### config.mk
export PLATFORM = sky130hd
export DESIGN_NAME = bcs_ctrl
export DESIGN_NICKNAME = d
export VERILOG_FILES = /design/src/sv/bcs_pkg.sv /design/src/sv/bcs_ctrl.sv
export SDC_FILE = /design/constraint.sdc
export NUM_CORES = 1
export LEC_CHECK = 0
export ABC_AREA = 1
export BUFFER_PORTS_ARGS = -buffer_cell sky130_fd_sc_hd__buf_2
export CORE_AREA = 2 2 39 41
export CTS_CLUSTER_DIAMETER = 60
export DETAILED_ROUTE_END_ITERATION = 6
export DIE_AREA = 0 0 41 43
export GPL_TIMING_DRIVEN = 0
export PLACE_DENSITY = 0.47
export SYNTH_ARGS = -nofsm -noshare
export SYNTH_HDL_FRONTEND = slang
export SYNTH_SLANG_ARGS = --single-unit
### constraint.sdc
create_clock -name i_clk -period 1.9 [get_ports i_clk]
set_clock_uncertainty 0.2 [all_clocks]
set_input_delay 0.57 -clock i_clk [delete_from_list [all_inputs] [get_ports i_clk]]
set_output_delay 0.57 -clock i_clk [all_outputs]
set_load 0.05 [all_outputs]
### src/sv/bcs_pkg.sv
// ----------------------------------------------------------------------------
// bcs_pkg
// Shared types, codes and constants of the Bezier curve sampler.
// ----------------------------------------------------------------------------
package bcs_pkg;

    localparam int MAX_POINTS_DEF  = 8;
    localparam int COORD_WIDTH_DEF = 32;

    localparam int FRAC_T = 30;          // fraction bits of t, u and weights
    localparam int T_W    = FRAC_T + 1;  // t and u lie in [0, 1.0]
    localparam int PT_W   = 32;          // control point coordinate
    localparam int SMP_W  = 6;           // sample count / sample number
    localparam int DEG_W  = 3;           // curve degree register
    localparam int CFG_W  = 6;           // config write data
    localparam int NUM_W  = 41;          // divider numerator
    localparam int DEN_W  = 10;          // divider denominator (10 * n)

    localparam logic [DEG_W-1:0] DEGREE_RESET = 3'd2;
    localparam logic [SMP_W-1:0] COUNT_RESET  = 6'd10;

    typedef enum logic {
        CFG_DEGREE = 1'b0,
        CFG_COUNT  = 1'b1
    } t_cfg_idx;

    typedef enum logic {
        OP_LOAD = 1'b0,
        OP_EVAL = 1'b1
    } t_op;

    typedef enum logic [3:0] {
        S_IDLE,
        S_DIV_INIT,
        S_DIV,
        S_POW_INIT,
        S_POW,
        S_TERM_A,
        S_TERM_B,
        S_TERM_C,
        S_FIN
    } t_state;

    typedef struct packed {
        logic load;
        logic latch;
        logic div_init;
        logic pow_init;
        logic pow_step;
        logic term_init;
        logic term_a;
        logic term_b;
        logic term_c;
        logic fin;
    } t_cmd;

    typedef struct packed {
        logic div_done;
        logic pow_done;
        logic term_last;
        logic i_last;
        logic out_free;
    } t_sts;

    // binomial coefficients C(row, col), rows up to 12
    localparam logic [9:0] BINOM_TAB [0:12][0:12] = '{
        '{10'd1, 10'd0,  10'd0,  10'd0,   10'd0,   10'd0,   10'd0,   10'd0,   10'd0,
          10'd0, 10'd0,  10'd0,  10'd0},
        '{10'd1, 10'd1,  10'd0,  10'd0,   10'd0,   10'd0,   10'd0,   10'd0,   10'd0,
          10'd0, 10'd0,  10'd0,  10'd0},
        '{10'd1, 10'd2,  10'd1,  10'd0,   10'd0,   10'd0,   10'd0,   10'd0,   10'd0,
          10'd0, 10'd0,  10'd0,  10'd0},
        '{10'd1, 10'd3,  10'd3,  10'd1,   10'd0,   10'd0,   10'd0,   10'd0,   10'd0,
          10'd0, 10'd0,  10'd0,  10'd0},
        '{10'd1, 10'd4,  10'd6,  10'd4,   10'd1,   10'd0,   10'd0,   10'd0,   10'd0,
          10'd0, 10'd0,  10'd0,  10'd0},
        '{10'd1, 10'd5,  10'd10, 10'd10,  10'd5,   10'd1,   10'd0,   10'd0,   10'd0,
          10'd0, 10'd0,  10'd0,  10'd0},
        '{10'd1, 10'd6,  10'd15, 10'd20,  10'd15,  10'd6,   10'd1,   10'd0,   10'd0,
          10'd0, 10'd0,  10'd0,  10'd0},
        '{10'd1, 10'd7,  10'd21, 10'd35,  10'd35,  10'd21,  10'd7,   10'd1,   10'd0,
          10'd0, 10'd0,  10'd0,  10'd0},
        '{10'd1, 10'd8,  10'd28, 10'd56,  10'd70,  10'd56,  10'd28,  10'd8,   10'd1,
          10'd0, 10'd0,  10'd0,  10'd0},
        '{10'd1, 10'd9,  10'd36, 10'd84,  10'd126, 10'd126, 10'd84,  10'd36,  10'd9,
          10'd1, 10'd0,  10'd0,  10'd0},
        '{10'd1, 10'd10, 10'd45, 10'd120, 10'd210, 10'd252, 10'd210, 10'd120, 10'd45,
          10'd10, 10'd1, 10'd0,  10'd0},
        '{10'd1, 10'd11, 10'd55, 10'd165, 10'd330, 10'd462, 10'd462, 10'd330, 10'd165,
          10'd55, 10'd11, 10'd1, 10'd0},
        '{10'd1, 10'd12, 10'd66, 10'd220, 10'd495, 10'd792, 10'd924, 10'd792, 10'd495,
          10'd220, 10'd66, 10'd12, 10'd1}
    };

endpackage

### src/sv/bcs_ctrl.sv
// ----------------------------------------------------------------------------
// bcs_ctrl
// Sequencer: accepts requests, steps divider, powers, terms and result load.
// ----------------------------------------------------------------------------
module bcs_ctrl (
    input  logic           i_clk,
    input  logic           i_rst_n,
    input  logic           i_valid,
    input  logic           i_op,
    output logic           o_stall,
    input  bcs_pkg::t_sts  i_sts,
    output bcs_pkg::t_cmd  o_cmd
);
    import bcs_pkg::*;

    t_state r_state, n_state;

    always_ff @(posedge i_clk) begin
        if (!i_rst_n) begin
            r_state <= S_IDLE;
        end else begin
            r_state <= n_state;
        end
    end

    always_comb begin
        n_state = r_state;
        o_cmd   = '0;
        o_stall = 1'b1;
        case (r_state)
            S_IDLE: begin
                o_stall = 1'b0;
                if (i_valid) begin
                    if (i_op == OP_EVAL) begin
                        o_cmd.latch = 1'b1;
                        n_state     = S_DIV_INIT;
                    end else begin
                        o_cmd.load = 1'b1;
                    end
                end
            end
            S_DIV_INIT: begin
                o_cmd.div_init = 1'b1;
                n_state        = S_DIV;
            end
            S_DIV: begin
                if (i_sts.div_done) n_state = S_POW_INIT;
            end
            S_POW_INIT: begin
                o_cmd.pow_init = 1'b1;
                n_state        = S_POW;
            end
            S_POW: begin
                if (i_sts.pow_done) begin
                    o_cmd.term_init = 1'b1;
                    n_state         = S_TERM_A;
                end else begin
                    o_cmd.pow_step = 1'b1;
                end
            end
            S_TERM_A: begin
                o_cmd.term_a = 1'b1;
                n_state      = S_TERM_B;
            end
            S_TERM_B: begin
                o_cmd.term_b = 1'b1;
                n_state      = S_TERM_C;
            end
            S_TERM_C: begin
                o_cmd.term_c = 1'b1;
                n_state      = i_sts.term_last ? S_FIN : S_TERM_A;
            end
            S_FIN: begin
                if (i_sts.out_free) begin
                    o_cmd.fin = 1'b1;
                    n_state   = i_sts.i_last ? S_IDLE : S_DIV_INIT;
                end
            end
            default: begin
                n_state = S_IDLE;
            end
        endcase
    end

endmodule

# Yosys cells after proc, flatten, opt, wreduce, memory -nomap -nowiden
# Index checks and enable logic that the tools add are counted.
[op_classes] eq_ne=13 muxes=23 reduce_logical=2
[op_table] op="one-hot mux 4 bit (9 select lines)" count=1
[op_table] op="two-way mux 4 bit" count=6
[op_table] op="== test 4 x 3 -> 1 bit (second input constant)" count=4
[op_table] op="two-way mux 1 bit" count=13
[op_table] op="inequality test 2 bit (second input constant)" count=5
[op_table] op="== test 4 x 2 -> 1 bit (second input constant)" count=2
[op_table] op="two-way mux 2 bit" count=3
[op_table] op="AND reduction 5 bit" count=1
[op_table] op="== test 4 x 1 -> 1 bit (second input constant)" count=1
[op_table] op="== test 4 bit (second input constant)" count=1
[op_table] op="logical NOT 4 bit" count=1
[word_totals] register_bits=4 inputBits=9 out_inout_bits=11 elab_cells=39

# Logic depth before layout (Yosys ltp)
[logic_depth] word_depth=3 depth_mapped=7 mapped_depth_nobuf=7

# Worst setup path after synthesis
# No wires, ideal clock.
[synth_path] path_type="input to output" from="input i_sts[3] in the netlist's numbering" to="output o_cmd[4] in the netlist's numbering" arrival_time_ns=2.097 t_required_ns=1.130 path_slack_ns=-0.967 stages=2 n_path_buf=0 path_cell_list="inv_1 -> nor4_1"
[synth_rtl] element="start, declared" line="bcs_ctrl.sv:11" text="input bcs_pkg::t_sts i_sts,"
[synth_rtl] element="end, declared" line="bcs_ctrl.sv:12" text="output bcs_pkg::t_cmd o_cmd"

==> impl_metrics.ini <==
[detailed_routing]
viasPerCell = 4.42
finalWirelength_mm = 1.13
routedWlPerCell_um = 10.1
drtIter0Drc = 10
ant_nets = 0
vias = 495
drc_errors = 0
drtPass1Iterations = 2

[die]
die_height_um = 43
die-area_mm2 = 0.00176
die_w_um = 41
core_mm2 = 0.00138
rows = 14
num_io_pins = 20
start_util = 0.235

[sta]
fmax_mhz = 491
rsz0062_at_grt = yes
final_max_slew_viol_count = 0
finalHoldViolations = 0
setup_viol = 8
finalCritPeriodShare = 1.07
tightest_slew_ns = 0.241
holdWs_ns = 0.272
relSlewSlack = 0.838
setup_slack_ns = -0.136
min_period_ns = 2.04

[clock_network]
clock_path_buffers = 2
htree_num_levels = 1
hold_buffers = 0
cts-root-buf = clkbuf_4
numCtsBuffers = 3
clk_latency_ns = 0.26
clk_transition_reported_paths_ns = 0.05
cts_tree = done
cts.sinks = 4

[setup_path]
crit_path_start_kind = flip-flop
crit_path_end_kind = primary output
crit_fanout = 5
endpoint = o_cmd[5]
cp.arrival_ns = 1.27
worstSetupPathType = flip-flop to primary output
crit_start = r_state[0]
worstRegToRegCells = 11
reg2reg_to = r_state[0]
rr_startpoint = r_state[2]
required_ns = 1.13
r2r_slack_ns = 0.29

[synth]
syn-num-nets = 64
synth.area.top_cells = dfxtp_1 (25%), inv_1 (17%), nor2_2 (9.6%), nand3_1 (9.2%), nand2_1 (6.9%)
synth-seq-cells = 4
syn_avg_cell_area_um2 = 5.91
synthCells = 55
synth_top_cell_by_area = dfxtp_1
synth_top_area_frac = 0.246
synth_cell_types = 16
synth_seq_area_share = 0.246
netlist_area_um2 = 325
synth_warnings = 0

[placed_design]
dp_hpwl_um = 742
pre_cts_slack_ns = -0.103
dp_cells = 90
port_buffers = 19
gp_congestion = 0.741

[cells_and_area]
synthToLayoutAreaGrowth_pct = 155
top_register = r_state
instances_no_fill = 112
fin_util = 0.599
largest_register_ffs = 4
reg_top3 = r_state x4
layout-drive-gt1-share = 0.708
diodes = 0
nets = 106

[power_and_ir_drop]
powerDensity_mw_per_mm2 = 609
p_leak_nw = 0.419
ir_drop_uv = 478

[job]
drv_cap = 0

[global_route]
track_usage = 0.146
overflow = 0
grt_pass1_vias = 444
grt_first_pass_wirelength_mm = 1.70
grt_max_degree = 7
antenna_found_initial = 0

[outcome]
outcome = complete, but fails checks
violations = setup timing

[min_path]
hp-class = flip-flop to flip-flop
Yosys cell counts (all sizes together):
cell / n
inv: 16
nor2: 9
nand2: 7
nand3: 7
dfxtp: 4
nor3: 4
nor4: 3
a21oi: 1
and3: 1
nand4: 1
o21a: 1
o21ai: 1
through the flow:
step           TNS [ns]  power (mW)  instance area, um^2
5_1_grt           -1.52       0.537                  828
6_report         -0.828       0.504                  828
2_1_floorplan    -0.225       0.267                  444
3_5_place_dp     -0.320       0.304                  559
4_1_cts          -0.718       0.482                  773
3_3_place_gp     -0.311       0.304                  559
power by group:
group / total (mW) / switching (mW) / internal (mW)
combinational: 0.266 / 0.150 / 0.116
sequential: 0.113 / 0.0213 / 0.0917
clock: 0.125 / 0.0458 / 0.0794
total: 0.504 / 0.217 / 0.287
worst min path at each step:
stage	from	endpoint	depth (start not counted)
6_report	r_state[3]	r_state[1]	1
5_1_grt	r_state[3]	r_state[1]	1
4_1_cts	r_state[3]	r_state[1]	1
3_5_place_dp	r_state[0]	r_state[1]	3
3_3_place_gp	r_state[0]	r_state[1]	3
2_1_floorplan	r_state[0]	r_state[1]	3
routing by layer:
metal,GRT usage,part of all wire,wire length [um]
met5,0,0,0
met4,0.0800,0.012,13
met3,0.0471,0.050,57
met2,0.222,0.53,594
met1,0.171,0.41,464
final cells by class:
| cell class | count | area (um^2) |
|---|---|---|
| Timing Repair Buffer | 37 | 310 |
| Clock buffer | 4 | 26.3 |
| Multi-Input combinational cell | 35 | 307 |
| Inverter | 16 | 70.1 |
| Sequential cell | 4 | 95.1 |
| Tap cell | 16 | 20.0 |
| Fill cell | 132 | 556 |
cells in the final DEF, fill, tap and decap left out, drive strengths merged:
master	n
a21oi	1
o21ai	1
and3	1
inv	16
nand4	1
buf	37
clkbuf	4
dfxtp	4
nor4	3
nor2	9
nor3	4
nand2	7
o21a	1
nand3	7
what timing repair did:
| action | CTS | global route |
|---|---|---|
| resized for setup | 28 | 8 |
| pin swaps | 6 | 5 |
| buffers inserted | 14 | 4 |
| setup endpoints to repair | 11 | 11 |
logic make-up (layout without fill, tap and decap cells):
logic type             count (synthesis)  in the layout  synth area share
and+or+nand+nor                       32             32             0.515
DFF                                    4              4             0.246
buffers and inverters                 16             57             0.185
AOI/OAI and AO/OA                      3              3            0.0538
critical path: stages (launching register included):
cell,delay (ns)
dfxtp_4,0.38
nor2_4,0.23
nand3_1,0.14
inv_1,0.10
buf_6,0.16
Power figures use the tool's default switching activity.
